## src/hdl/nrid_pkg.sv

```systemverilog
// Shared types and constants for the nibble run-length image decoder.
// No dependencies; imported by every module of the block.
package nrid_pkg;

  localparam int unsigned LINE_PIXELS = 320;
  localparam int unsigned COUNT_BITS  = 16;
  localparam int unsigned WIDTH_BITS  = 9;
  localparam int unsigned HEIGHT_BITS = 16;
  localparam int unsigned PAL_BITS    = 24;
  localparam int unsigned COLOR_BITS  = 4;
  localparam int unsigned POS_BITS    = WIDTH_BITS + HEIGHT_BITS;
  localparam int unsigned Q_DEPTH     = 2;

  localparam logic [1:0] CFG_WIDTH   = 2'd0;
  localparam logic [1:0] CFG_HEIGHT  = 2'd1;
  localparam logic [1:0] CFG_PALETTE = 2'd2;

  localparam logic [2:0] KIND_SKIP    = 3'd6;
  localparam logic [2:0] KIND_LITERAL = 3'd7;
  localparam logic [3:0] CNT_ESCAPE   = 4'hF;
  localparam logic [7:0] BYTE_ESCAPE  = 8'hFF;
  localparam logic [COUNT_BITS-1:0] SHORT_BIAS = COUNT_BITS'(2);
  localparam logic [COUNT_BITS-1:0] BYTE_BIAS  = COUNT_BITS'(17);
  localparam logic [2:0] WORD_NIBBLES = 3'd4;

  typedef struct packed {
    logic [WIDTH_BITS-1:0]  width;
    logic [HEIGHT_BITS-1:0] height;
    logic [PAL_BITS-1:0]    palette;
    logic                   restart;
  } cfg_t;

  typedef struct packed {
    logic                  first;
    logic                  stream_end;
    logic                  ready;
    logic [COUNT_BITS-1:0] count;
    logic [COLOR_BITS-1:0] color;
    logic                  transp;
  } run_t;

endpackage

```

## src/hdl/nrid_fifo.sv

```systemverilog
// Short queue of classified words between the front and back parts.
// Uses nrid_pkg for the entry type and depth.
module nrid_fifo import nrid_pkg::*; (
  input  logic clk_i,
  input  logic rst_ni,
  input  logic push_i,
  input  run_t data_i,
  output logic full_o,
  input  logic pop_i,
  output run_t data_o,
  output logic empty_o
);

  localparam int unsigned AW = (Q_DEPTH > 1) ? $clog2(Q_DEPTH) : 1;
  localparam int unsigned CW = $clog2(Q_DEPTH + 1);

  run_t            mem_q [Q_DEPTH];
  logic [AW-1:0]   wr_q, wr_d, rd_q, rd_d;
  logic [CW-1:0]   cnt_q, cnt_d;

  assign full_o  = (cnt_q == CW'(Q_DEPTH));
  assign empty_o = (cnt_q == '0);
  assign data_o  = mem_q[rd_q];

  always_comb begin
    wr_d  = wr_q;
    rd_d  = rd_q;
    cnt_d = cnt_q;
    if (push_i) begin
      wr_d = (wr_q == AW'(Q_DEPTH - 1)) ? '0 : wr_q + AW'(1);
    end
    if (pop_i) begin
      rd_d = (rd_q == AW'(Q_DEPTH - 1)) ? '0 : rd_q + AW'(1);
    end
    if (push_i && !pop_i) begin
      cnt_d = cnt_q + CW'(1);
    end else if (!push_i && pop_i) begin
      cnt_d = cnt_q - CW'(1);
    end
  end

  always_ff @(posedge clk_i or negedge rst_ni) begin
    if (!rst_ni) begin
      wr_q  <= '0;
      rd_q  <= '0;
      cnt_q <= '0;
    end else begin
      wr_q  <= wr_d;
      rd_q  <= rd_d;
      cnt_q <= cnt_d;
    end
  end

  always_ff @(posedge clk_i) begin
    if (push_i) begin
      mem_q[wr_q] <= data_i;
    end
  end

endmodule

```

## src/hdl/nrid_front.sv

```systemverilog
// Front part: takes command nibbles, parses colour and count fields, and
// queues one classified word per nibble. Uses nrid_pkg.
module nrid_front import nrid_pkg::*; (
  input  logic                  clk_i,
  input  logic                  rst_ni,
  input  cfg_t                  cfg_i,
  input  logic                  in_valid_i,
  output logic                  in_stall_o,
  input  logic [3:0]            nibble_i,
  input  logic                  first_i,
  input  logic                  stream_end_i,
  input  logic                  q_full_i,
  output logic                  push_o,
  output run_t                  entry_o
);

  typedef enum logic [5:0] {
    PH_CMD    = 6'b000001,
    PH_COLOR  = 6'b000010,
    PH_CNT1   = 6'b000100,
    PH_CNT_HI = 6'b001000,
    PH_CNT_LO = 6'b010000,
    PH_WORD   = 6'b100000
  } phase_e;

  phase_e                phase_q, phase_d, ph;
  logic [3:0]            cmd_q, cmd_d;
  logic [COLOR_BITS-1:0] color_q, color_d;
  logic [COUNT_BITS-1:0] acc_q, acc_d;
  logic [2:0]            left_q, left_d;
  logic                  ready;
  logic [COUNT_BITS-1:0] count;
  logic [7:0]            byte_val;
  logic [PAL_BITS-1:0]   pal_shift;
  logic                  transp;

  assign in_stall_o = q_full_i;
  assign push_o     = in_valid_i && !q_full_i;
  assign byte_val   = {acc_q[3:0], nibble_i};
  assign pal_shift  = cfg_i.palette >> {nibble_i[2:0], 2'b00};

  always_comb begin
    ph      = first_i ? PH_CMD : phase_q;
    phase_d = phase_q;
    cmd_d   = cmd_q;
    color_d = color_q;
    acc_d   = acc_q;
    left_d  = left_q;
    ready   = 1'b0;
    count   = '0;
    unique case (ph)
      PH_CMD: begin
        cmd_d = nibble_i;
        if (nibble_i[2:0] == KIND_LITERAL) begin
          phase_d = PH_COLOR;
        end else begin
          color_d = (nibble_i[2:0] < KIND_SKIP) ? pal_shift[COLOR_BITS-1:0] : '0;
          if (nibble_i[3]) begin
            phase_d = PH_CNT1;
          end else begin
            count = COUNT_BITS'(1);
            ready = 1'b1;
          end
        end
      end
      PH_COLOR: begin
        color_d = nibble_i;
        if (cmd_q[3]) begin
          phase_d = PH_CNT1;
        end else begin
          count = COUNT_BITS'(1);
          ready = 1'b1;
        end
      end
      PH_CNT1: begin
        if (nibble_i != CNT_ESCAPE) begin
          count = COUNT_BITS'(nibble_i) + SHORT_BIAS;
          ready = 1'b1;
        end else begin
          phase_d = PH_CNT_HI;
        end
      end
      PH_CNT_HI: begin
        acc_d   = COUNT_BITS'(nibble_i);
        phase_d = PH_CNT_LO;
      end
      PH_CNT_LO: begin
        if (byte_val != BYTE_ESCAPE) begin
          acc_d = COUNT_BITS'(byte_val);
          count = COUNT_BITS'(byte_val) + BYTE_BIAS;
          ready = 1'b1;
        end else begin
          acc_d   = '0;
          left_d  = WORD_NIBBLES;
          phase_d = PH_WORD;
        end
      end
      PH_WORD: begin
        acc_d  = {acc_q[COUNT_BITS-5:0], nibble_i};
        left_d = left_q - 3'd1;
        if (left_d == 3'd0) begin
          count = acc_d;
          ready = 1'b1;
        end
      end
      default: phase_d = PH_CMD;
    endcase
    if (ready) begin
      phase_d = PH_CMD;
    end
  end

  assign transp = (cmd_d[2:0] == KIND_SKIP);

  always_comb begin
    entry_o.first      = first_i;
    entry_o.stream_end = stream_end_i;
    entry_o.ready      = ready;
    entry_o.count      = count;
    entry_o.color      = transp ? '0 : color_d;
    entry_o.transp     = transp;
  end

  always_ff @(posedge clk_i or negedge rst_ni) begin
    if (!rst_ni) begin
      phase_q <= PH_CMD;
      cmd_q   <= '0;
      color_q <= '0;
      acc_q   <= '0;
      left_q  <= '0;
    end else if (cfg_i.restart) begin
      phase_q <= PH_CMD;
      cmd_q   <= '0;
      color_q <= '0;
      acc_q   <= '0;
      left_q  <= '0;
    end else if (push_o) begin
      phase_q <= phase_d;
      cmd_q   <= cmd_d;
      color_q <= color_d;
      acc_q   <= acc_d;
      left_q  <= left_d;
    end
  end

endmodule

```

## src/hdl/nrid_back.sv

```systemverilog
// Back part: checks runs against the image bounds, splits them into row
// segments with an iterative divider, and drives the result register. Uses nrid_pkg.
module nrid_back import nrid_pkg::*; (
  input  logic                   clk_i,
  input  logic                   rst_ni,
  input  cfg_t                   cfg_i,
  input  logic                   q_empty_i,
  input  run_t                   entry_i,
  output logic                   pop_o,
  output logic                   out_valid_o,
  input  logic                   out_stall_i,
  output logic [HEIGHT_BITS-1:0] row_o,
  output logic [WIDTH_BITS-1:0]  column_o,
  output logic [WIDTH_BITS-1:0]  length_o,
  output logic [COUNT_BITS-1:0]  row_repeat_o,
  output logic [COLOR_BITS-1:0]  color_o,
  output logic                   transparent_o,
  output logic                   row_complete_o,
  output logic                   image_done_o,
  output logic                   error_o,
  output logic                   last_o
);

  localparam int unsigned IT_BITS = $clog2(COUNT_BITS);

  typedef enum logic [6:0] {
    ST_IDLE  = 7'b0000001,
    ST_ERR   = 7'b0000010,
    ST_CHECK = 7'b0000100,
    ST_SEG1  = 7'b0001000,
    ST_DIV   = 7'b0010000,
    ST_MID   = 7'b0100000,
    ST_TAIL  = 7'b1000000
  } state_e;

  typedef struct packed {
    logic [HEIGHT_BITS-1:0] row;
    logic [WIDTH_BITS-1:0]  column;
    logic [WIDTH_BITS-1:0]  length;
    logic [COUNT_BITS-1:0]  row_repeat;
    logic [COLOR_BITS-1:0]  color;
    logic                   transparent;
    logic                   row_complete;
    logic                   image_done;
    logic                   error;
    logic                   last;
  } result_t;

  state_e                 state_q, state_d;
  run_t                   ent_q, ent_d;
  logic [HEIGHT_BITS-1:0] row_q, row_d;
  logic [WIDTH_BITS-1:0]  col_q, col_d;
  logic [POS_BITS-1:0]    pos_q, pos_d, total_q;
  logic                   failed_q, failed_d, finished_q, finished_d, done_q, done_d;
  logic [COUNT_BITS-1:0]  rem_q, rem_d, quo_q, quo_d;
  logic [WIDTH_BITS-1:0]  len_q, len_d, prt_q, prt_d;
  logic                   full1_q, full1_d;
  logic [IT_BITS-1:0]     it_q, it_d;
  logic                   out_valid_q, out_valid_d, out_load, out_free;
  result_t                res_q, res_d;

  logic [WIDTH_BITS-1:0]  w_eff;
  logic [HEIGHT_BITS-1:0] h_eff;
  logic [POS_BITS-1:0]    area;
  logic [POS_BITS-1:0]    cnt_ext, room_left, pos_sum;
  logic [WIDTH_BITS-1:0]  room;
  logic [WIDTH_BITS:0]    trial;
  logic                   ge, bad, done_now;

  always_comb begin
    w_eff = cfg_i.width;
    if (w_eff == '0) begin
      w_eff = WIDTH_BITS'(1);
    end else if (32'(cfg_i.width) > LINE_PIXELS) begin
      w_eff = WIDTH_BITS'(LINE_PIXELS);
    end
    h_eff = (cfg_i.height == '0) ? HEIGHT_BITS'(1) : cfg_i.height;
    area  = POS_BITS'(w_eff) * POS_BITS'(h_eff);
  end

  function automatic state_e after_head(logic [COUNT_BITS-1:0] rem,
                                        logic [WIDTH_BITS-1:0] w);
    if (rem == '0) begin
      return ST_IDLE;
    end else if (rem >= COUNT_BITS'(w)) begin
      return ST_DIV;
    end
    return ST_TAIL;
  endfunction

  assign out_free  = !out_valid_q || !out_stall_i;
  assign pop_o     = (state_q == ST_IDLE) && !q_empty_i;
  assign cnt_ext   = POS_BITS'(ent_q.count);
  assign room_left = total_q - pos_q;
  assign pos_sum   = pos_q + cnt_ext;
  assign bad       = (ent_q.count == '0) || (cnt_ext > room_left);
  assign done_now  = (pos_sum == total_q);
  assign room      = w_eff - col_q;
  assign trial     = {prt_q, quo_q[COUNT_BITS-1]};
  assign ge        = (trial >= {1'b0, w_eff});

  always_comb begin
    state_d    = state_q;
    ent_d      = ent_q;
    row_d      = row_q;
    col_d      = col_q;
    pos_d      = pos_q;
    failed_d   = failed_q;
    finished_d = finished_q;
    done_d     = done_q;
    rem_d      = rem_q;
    len_d      = len_q;
    full1_d    = full1_q;
    quo_d      = quo_q;
    prt_d      = prt_q;
    it_d       = it_q;
    out_load   = 1'b0;
    res_d      = '0;
    res_d.row         = row_q;
    res_d.column      = col_q;
    res_d.color       = ent_q.color;
    res_d.transparent = ent_q.transp;
    unique case (state_q)
      ST_IDLE: begin
        if (!q_empty_i) begin
          ent_d = entry_i;
          if (entry_i.first) begin
            row_d      = '0;
            col_d      = '0;
            pos_d      = '0;
            failed_d   = 1'b0;
            finished_d = 1'b0;
          end
          if (failed_d) begin
            state_d = ST_ERR;
          end else if (finished_d) begin
            state_d = ST_IDLE;
          end else if (!entry_i.ready) begin
            if (entry_i.stream_end) begin
              failed_d = 1'b1;
              state_d  = ST_ERR;
            end
          end else begin
            state_d = ST_CHECK;
          end
        end
      end
      ST_ERR: begin
        res_d             = '0;
        res_d.row         = row_q;
        res_d.column      = col_q;
        res_d.error       = 1'b1;
        res_d.last        = 1'b1;
        if (out_free) begin
          out_load = 1'b1;
          state_d  = ST_IDLE;
        end
      end
      ST_CHECK: begin
        if (bad || (ent_q.stream_end && !done_now)) begin
          failed_d = 1'b1;
          state_d  = ST_ERR;
        end else begin
          pos_d      = pos_sum;
          finished_d = done_now;
          done_d     = done_now;
          quo_d      = ent_q.count;
          prt_d      = '0;
          it_d       = '0;
          if (col_q != '0) begin
            full1_d = (ent_q.count >= COUNT_BITS'(room));
            len_d   = full1_d ? room : ent_q.count[WIDTH_BITS-1:0];
            rem_d   = ent_q.count - COUNT_BITS'(len_d);
            state_d = ST_SEG1;
          end else begin
            rem_d   = ent_q.count;
            state_d = after_head(ent_q.count, w_eff);
          end
        end
      end
      ST_SEG1: begin
        res_d.length       = len_q;
        res_d.row_repeat   = COUNT_BITS'(1);
        res_d.row_complete = full1_q;
        res_d.last         = (rem_q == '0);
        res_d.image_done   = (rem_q == '0) && done_q;
        quo_d = rem_q;
        prt_d = '0;
        it_d  = '0;
        if (out_free) begin
          out_load = 1'b1;
          if (full1_q) begin
            row_d = row_q + HEIGHT_BITS'(1);
            col_d = '0;
          end else begin
            col_d = col_q + len_q;
          end
          state_d = after_head(rem_q, w_eff);
        end
      end
      ST_DIV: begin
        prt_d = ge ? WIDTH_BITS'(trial - {1'b0, w_eff}) : trial[WIDTH_BITS-1:0];
        quo_d = {quo_q[COUNT_BITS-2:0], ge};
        it_d  = it_q + IT_BITS'(1);
        if (it_q == IT_BITS'(COUNT_BITS - 1)) begin
          state_d = ST_MID;
        end
      end
      ST_MID: begin
        res_d.column       = '0;
        res_d.length       = w_eff;
        res_d.row_repeat   = quo_q;
        res_d.row_complete = 1'b1;
        res_d.last         = (prt_q == '0);
        res_d.image_done   = (prt_q == '0) && done_q;
        if (out_free) begin
          out_load = 1'b1;
          row_d    = row_q + quo_q;
          rem_d    = COUNT_BITS'(prt_q);
          state_d  = (prt_q == '0) ? ST_IDLE : ST_TAIL;
        end
      end
      ST_TAIL: begin
        res_d.length     = rem_q[WIDTH_BITS-1:0];
        res_d.row_repeat = COUNT_BITS'(1);
        res_d.last       = 1'b1;
        res_d.image_done = done_q;
        if (out_free) begin
          out_load = 1'b1;
          col_d    = col_q + rem_q[WIDTH_BITS-1:0];
          state_d  = ST_IDLE;
        end
      end
      default: state_d = ST_IDLE;
    endcase
    if (out_load) begin
      out_valid_d = 1'b1;
    end else if (!out_stall_i) begin
      out_valid_d = 1'b0;
    end else begin
      out_valid_d = out_valid_q;
    end
  end

  always_ff @(posedge clk_i or negedge rst_ni) begin
    if (!rst_ni) begin
      state_q     <= ST_IDLE;
      row_q       <= '0;
      col_q       <= '0;
      pos_q       <= '0;
      total_q     <= POS_BITS'(1);
      failed_q    <= 1'b0;
      finished_q  <= 1'b0;
      done_q      <= 1'b0;
      it_q        <= '0;
      out_valid_q <= 1'b0;
    end else begin
      total_q     <= area;
      done_q      <= done_d;
      it_q        <= it_d;
      out_valid_q <= out_valid_d;
      if (cfg_i.restart) begin
        state_q    <= ST_IDLE;
        row_q      <= '0;
        col_q      <= '0;
        pos_q      <= '0;
        failed_q   <= 1'b0;
        finished_q <= 1'b0;
      end else begin
        state_q    <= state_d;
        row_q      <= row_d;
        col_q      <= col_d;
        pos_q      <= pos_d;
        failed_q   <= failed_d;
        finished_q <= finished_d;
      end
    end
  end

  always_ff @(posedge clk_i) begin
    ent_q   <= ent_d;
    rem_q   <= rem_d;
    len_q   <= len_d;
    full1_q <= full1_d;
    quo_q   <= quo_d;
    prt_q   <= prt_d;
    if (out_load) begin
      res_q <= res_d;
    end
  end

  assign out_valid_o    = out_valid_q;
  assign row_o          = res_q.row;
  assign column_o       = res_q.column;
  assign length_o       = res_q.length;
  assign row_repeat_o   = res_q.row_repeat;
  assign color_o        = res_q.color;
  assign transparent_o  = res_q.transparent;
  assign row_complete_o = res_q.row_complete;
  assign image_done_o   = res_q.image_done;
  assign error_o        = res_q.error;
  assign last_o         = res_q.last;

endmodule

```

## src/hdl/nibble_rle_image_decoder.sv

```systemverilog
// Top level of the nibble run-length image decoder: configuration registers,
// front parser, word queue and segment back end. Uses nrid_pkg.
//
//   channel | direction | handshake                | payload
//   --------+-----------+--------------------------+--------------------------------
//   in      | input     | in_valid_i / in_stall_o  | nibble, first, stream_end
//   out     | output    | out_valid_o / out_stall_i| row, column, length, row_repeat,
//           |           |                          | color, transparent, row_complete,
//           |           |                          | image_done, error, last
//   cfg     | input     | cfg_valid_i / cfg_ready_o| cfg_index_i, cfg_data_i
//
// The front takes one nibble per cycle into a two-word queue while the queue is not full.
// The back handles one word at a time: a nibble without a run is only popped, an error
// word emits one error result (as does a run that fails its bounds check), and a run is
// checked and then emits one result per segment, its full-row segment after a bit-serial
// divide by width. Reset is asynchronous, active low; no clearing pass. A stalled
// output holds its word while the queue keeps filling; a width or height write restarts.
module nibble_rle_image_decoder import nrid_pkg::*; (
  input  logic                   clk_i,
  input  logic                   rst_ni,
  input  logic                   cfg_valid_i,
  output logic                   cfg_ready_o,
  input  logic [1:0]             cfg_index_i,
  input  logic [PAL_BITS-1:0]    cfg_data_i,
  input  logic                   in_valid_i,
  output logic                   in_stall_o,
  input  logic [3:0]             nibble_i,
  input  logic                   first_i,
  input  logic                   stream_end_i,
  output logic                   out_valid_o,
  input  logic                   out_stall_i,
  output logic [HEIGHT_BITS-1:0] row_o,
  output logic [WIDTH_BITS-1:0]  column_o,
  output logic [WIDTH_BITS-1:0]  length_o,
  output logic [COUNT_BITS-1:0]  row_repeat_o,
  output logic [COLOR_BITS-1:0]  color_o,
  output logic                   transparent_o,
  output logic                   row_complete_o,
  output logic                   image_done_o,
  output logic                   error_o,
  output logic                   last_o
);

  logic [WIDTH_BITS-1:0]  width_q;
  logic [HEIGHT_BITS-1:0] height_q;
  logic [PAL_BITS-1:0]    palette_q;
  logic                   cfg_wr;
  cfg_t                   cfg;
  logic                   q_full, q_empty, push, pop;
  run_t                   push_word, pop_word;

  assign cfg_ready_o = 1'b1;
  assign cfg_wr      = cfg_valid_i && cfg_ready_o;

  always_ff @(posedge clk_i or negedge rst_ni) begin
    if (!rst_ni) begin
      width_q   <= WIDTH_BITS'(1);
      height_q  <= HEIGHT_BITS'(1);
      palette_q <= '0;
    end else if (cfg_wr) begin
      case (cfg_index_i)
        CFG_WIDTH:   width_q   <= cfg_data_i[WIDTH_BITS-1:0];
        CFG_HEIGHT:  height_q  <= cfg_data_i[HEIGHT_BITS-1:0];
        CFG_PALETTE: palette_q <= cfg_data_i;
        default: ;
      endcase
    end
  end

  always_comb begin
    cfg.width   = width_q;
    cfg.height  = height_q;
    cfg.palette = palette_q;
    cfg.restart = cfg_wr && ((cfg_index_i == CFG_WIDTH) || (cfg_index_i == CFG_HEIGHT));
  end

  nrid_front u_front (
    .clk_i        (clk_i),
    .rst_ni       (rst_ni),
    .cfg_i        (cfg),
    .in_valid_i   (in_valid_i),
    .in_stall_o   (in_stall_o),
    .nibble_i     (nibble_i),
    .first_i      (first_i),
    .stream_end_i (stream_end_i),
    .q_full_i     (q_full),
    .push_o       (push),
    .entry_o      (push_word)
  );

  nrid_fifo u_fifo (
    .clk_i   (clk_i),
    .rst_ni  (rst_ni),
    .push_i  (push),
    .data_i  (push_word),
    .full_o  (q_full),
    .pop_i   (pop),
    .data_o  (pop_word),
    .empty_o (q_empty)
  );

  nrid_back u_back (
    .clk_i          (clk_i),
    .rst_ni         (rst_ni),
    .cfg_i          (cfg),
    .q_empty_i      (q_empty),
    .entry_i        (pop_word),
    .pop_o          (pop),
    .out_valid_o    (out_valid_o),
    .out_stall_i    (out_stall_i),
    .row_o          (row_o),
    .column_o       (column_o),
    .length_o       (length_o),
    .row_repeat_o   (row_repeat_o),
    .color_o        (color_o),
    .transparent_o  (transparent_o),
    .row_complete_o (row_complete_o),
    .image_done_o   (image_done_o),
    .error_o        (error_o),
    .last_o         (last_o)
  );

endmodule

```

## config.mk

```make
export PLATFORM = sky130hd
export DESIGN_NAME = nibble_rle_image_decoder
export DESIGN_NICKNAME = d
export VERILOG_FILES = /design/src/hdl/nrid_pkg.sv /design/src/hdl/nrid_fifo.sv /design/src/hdl/nrid_front.sv /design/src/hdl/nrid_back.sv /design/src/hdl/nibble_rle_image_decoder.sv
export SDC_FILE = /design/constraint.sdc
export NUM_CORES = 1
export LEC_CHECK = 0
export BUFFER_PORTS_ARGS = -buffer_cell sky130_fd_sc_hd__buf_2
export CAP_MARGIN = 15
export CORE_ASPECT_RATIO = 0.9
export CORE_MARGIN = 2
export CORE_UTILIZATION = 55
export DETAILED_ROUTE_END_ITERATION = 16
export PLACE_DENSITY_LB_ADDON = 0.3
export SYNTH_ARGS = -nofsm -noshare
export SYNTH_HDL_FRONTEND = slang
export SYNTH_SLANG_ARGS = --single-unit
```

## constraint.sdc

```tcl
create_clock -name clk_i -period 19.6 [get_ports clk_i]
set_clock_uncertainty 0.1 [all_clocks]
set_input_delay 0 -clock clk_i [delete_from_list [all_inputs] [get_ports clk_i]]
set_output_delay 0 -clock clk_i [all_outputs]
set_load 0.05 [all_outputs]
```

==> results.json <==
{
  "status": "completed",
  "globalRouteOverflowTotal": 0,
  "crit_type": "reg -> reg",
  "p_per_area_nw_per_um2": 170,
  "cp-end-kind": "flip-flop",
  "dp_cells": 3234,
  "p_sw_mw": 2.16,
  "ir_drop_uv": 116,
  "syn_nets": 2948,
  "cts_buffers": 39,
  "clkSinkCount": 352,
  "drcViolationCount": 0,
  "ant_nets": 0,
  "synth.most_common_cell": "nand2_1",
  "rsz0062_at_grt": "no",
  "critical-path-max-stage-delay_ns": 0.76,
  "utilization_pct": 62.4,
  "syn_area_um2": 25500,
  "cts_buffer_depth": 3,
  "maxSlewViolCount": 0,
  "drt_iter0_markers": 2035,
  "p_leak_nw": 12.6,
  "max_freq_mhz": 125,
  "diodes": 0,
  "dieArea_um2": 48100,
  "clk_latency_ns": 0.56,
  "cp_common_cell": "a21oi_1",
  "swShare_pct": 44.7,
  "rows": 74,
  "total_power_mw": 4.84,
  "grt_antenna_before_repair": 0,
  "seq_power_share_pct": 24.3,
  "hold_viol": 0,
  "synthDistinctLibCells": 84,
  "p_clk_share_pct": 16.6,
  "synth_edf_count": 180,
  "dieWidth_um": 231,
  "fin_nets": 3046,
  "synth_common_cells": "282 x nand2_1, 213 x inv_1, 192 x ha_1",
  "cp_max_fo": 47,
  "dr_total_vias": 20437,
  "cts_tree": "done",
  "grt_max_degree": 72,
  "grt_pass1_vias": 19794,
  "core_area_um2": 45600,
  "final.period_utilization_pct": 40.8,
  "grtUsageTotal_pct": 29.8,
  "slew_headroom_pct": 20.9,
  "layout_min_cycle_time_ns": 8.00,
  "crit_path_start_kind": "flip-flop",
  "arrival_ns": 8.19,
  "synthToLayoutAreaGrowth_pct": 11.4,
  "slowest_stage": "a32o_1",
  "wirelength_um": 71500,
  "layout-drive-gt1-share_pct": 11.4,
  "path_clk_slew_ns": 0.06,
  "yosysWarnings": 0,
  "async_flop_share_pct": 48.9,
  "htree_levels": 2,
  "synth_seq_cells": 352,
  "r2r_cells": 34,
  "dp_hpwl_um": 53600,
  "holdPathStages": 2,
  "yosysTopAreaCellShare_pct": 21.2,
  "setup_viol": 0,
  "tightest_slew_ns": 1.18,
  "start_util_pct": 56.0,
  "synth_area_leaders": "edfxtp_1 21%, dfrtp_1 16%, ha_1 9.4%, fa_1 8.4%, nand2_1 4.2%",
  "viasPerCell": 6.10,
  "avgSynthCellArea_um2": 9.76,
  "fin_setup_tns_ns": 0,
  "hp-class": "in -> reg",
  "synth_top_area_cell": "edfxtp_1",
  "layout.cells.non_filler": 3349,
  "port_buffers": 97,
  "root_buffer": "clkbuf_16",
  "preCtsSetupSlack_ns": 11.82,
  "cap_violations": 0,
  "gp_congestion": 0.952,
  "synth_cells": 2612,
  "setup_slack_ns": 11.60,
  "synth_top_flop_cell": "edfxtp_1",
  "grt_pass1_wl_um": 112000,
  "drtPass1Iterations": 6,
  "die_y_um": 208,
  "post_drt_wl_per_cell_um": 21.3,
  "ys_seq_area_share_pct": 38.1,
  "p_comb_share_pct": 59.0,
  "internal_power_mw": 2.68,
  "io_pins": 99,
  "required_ns": 19.79
}
[kinds of logic (layout without fill, tap and decap cells)]
logic type / after synthesis / after routing / share of synthesized area [%]
buf+inv: 326 / 455 / 4.91
xor+xnor: 123 / 123 / 4.22
fa+ha+maj: 300 / 300 / 17.9
mux: 107 / 107 / 4.76
other cells: 1 / 1 / 0.0147
flops: 352 / 352 / 38.1
simple gates: 883 / 883 / 16.9
compound gates: 520 / 520 / 13.3
[placed cells by master, fill, tap and decap left out, types with 17 or more instances in the layout]
| master | synthesis | routed |
|---|---|---|
| o21ai_0 | 114 | 111 |
| nor2b_1 | 20 | 19 |
| nor3_1 | 46 | 45 |
| nor2_1 | 184 | 182 |
| nand3_1 | 70 | 70 |
| edfxtp_1 | 180 | 180 |
| and3_1 | 57 | 57 |
| dfrtp_1 | 167 | 167 |
| mux2_2 | 75 | 75 |
| nand2b_1 | 31 | 31 |
| nand2_1 | 282 | 282 |
| ha_1 | 192 | 192 |
| clkbuf_16 | 0 | 40 |
| fa_1 | 107 | 107 |
| dlygate4sd3_1 | 0 | 39 |
| xor2_1 | 50 | 50 |
| inv_1 | 213 | 213 |
| mux2i_1 | 28 | 28 |
| nand4_1 | 21 | 21 |
| nor4_1 | 34 | 34 |
| buf_2 | 12 | 97 |
| a22oi_1 | 24 | 24 |
| or3_1 | 23 | 23 |
| a21oi_1 | 157 | 157 |
| a21o_1 | 47 | 47 |
| buf_4 | 3 | 31 |
| xnor2_1 | 73 | 73 |
| and2_1 | 59 | 59 |
| o21bai_1 | 17 | 17 |
[area by class of cell]
class,instances,area [um^2]
Fill cell,3756,17100
Clock buffer,46,1040
Sequential cell,352,9720
Multi-Input combinational cell,1934,14600
Tap cell,608,761
Inverter,213,800
Timing Repair Buffer,170,1150
Clock inverter,26,363
[worst max-delay path, delay by kind of cell (launching register included)]
kind            cells  cell delay (ns)
flops               1             0.71
compound gates     14             3.07
buf+inv             5             0.83
simple gates        8             1.00
fa+ha+maj           5             1.60
xor+xnor            2             0.41
[through the flow]
| stage | hold WS [ns] | cell area [um^2] |
|---|---|---|
| global route | 0.108 | 28400 |
| floorplan | -0.396 | 25500 |
| global placement | -0.185 | 26600 |
| detailed placement | -0.182 | 26600 |
| CTS | 0.0557 | 28400 |
| finish | 0.101 | 28400 |
[power groups by stage]
stage               combinational, mW  clock [mW]  sequential (mW)
global placement                 2.72           0             1.18
detailed placement               2.80           0             1.18
global route                     3.20       0.842             1.19
CTS                              2.83       0.815             1.17
floorplan                        2.13           0             1.14
finish                           2.86       0.804             1.18
[timing repair]
item,in CTS,in global routing
gates resized for setup,0,0
buffers inserted,0,0
endpoints found under the hold margin,270,0
hold buffers,40,0
[state kept, by name, indices dropped and copies added, names as in the netlist, 6 cells and up]
name / flops
height_q: 16
palette_q: 24
u_back.cnt_ext: 16
u_back.col_q: 9
u_back.column_o: 9
u_back.ent_q: 6
u_back.len_q: 9
u_back.length_o: 9
u_back.pos_q: 25
u_back.prt_q: 9
u_back.quo_q: 16
u_back.rem_q: 16
u_back.row_o: 16
u_back.row_q: 16
u_back.row_repeat_o: 16
u_back.state_q: 7
u_back.total_q: 25
u_fifo.mem_q: 48
u_front.acc_q: 12
u_front.phase_q: 6
width_q: 9
[layer usage]
metal | share of wire, % | track usage [%]
met1 | 44 | 44.1
met2 | 44 | 45.7
met3 | 8.5 | 4.28
met4 | 2.7 | 8.23
met5 | 0 | 0
[path summary, 6_finish.rpt]
| check | startpoint | end | slack [ns] |
|---|---|---|---|
| min | stream_end_i | u_fifo.mem_q[0][22]$_DFFE_PP_ | 0.10 |
| min in group asynchronous | rst_ni | u_front.left_q[0]$_DFFE_PN0P_ | 0.41 |
| max reg2reg | width_q[8]$_DFFE_PN0P_ | u_back.rem_q[12]$_SDFFCE_PP0P_ | 11.60 |
| max in group asynchronous | rst_ni | u_back.total_q[8]$_DFF_PN0_ | 17.99 |
| max | width_q[8]$_DFFE_PN0P_ | u_back.rem_q[12]$_SDFFCE_PP0P_ | 11.60 |
| min reg2reg | u_back.done_q$_DFFE_PN0P_ | u_back.done_q$_DFFE_PN0P_ | 0.37 |
(Power assumes the default switching activity.)
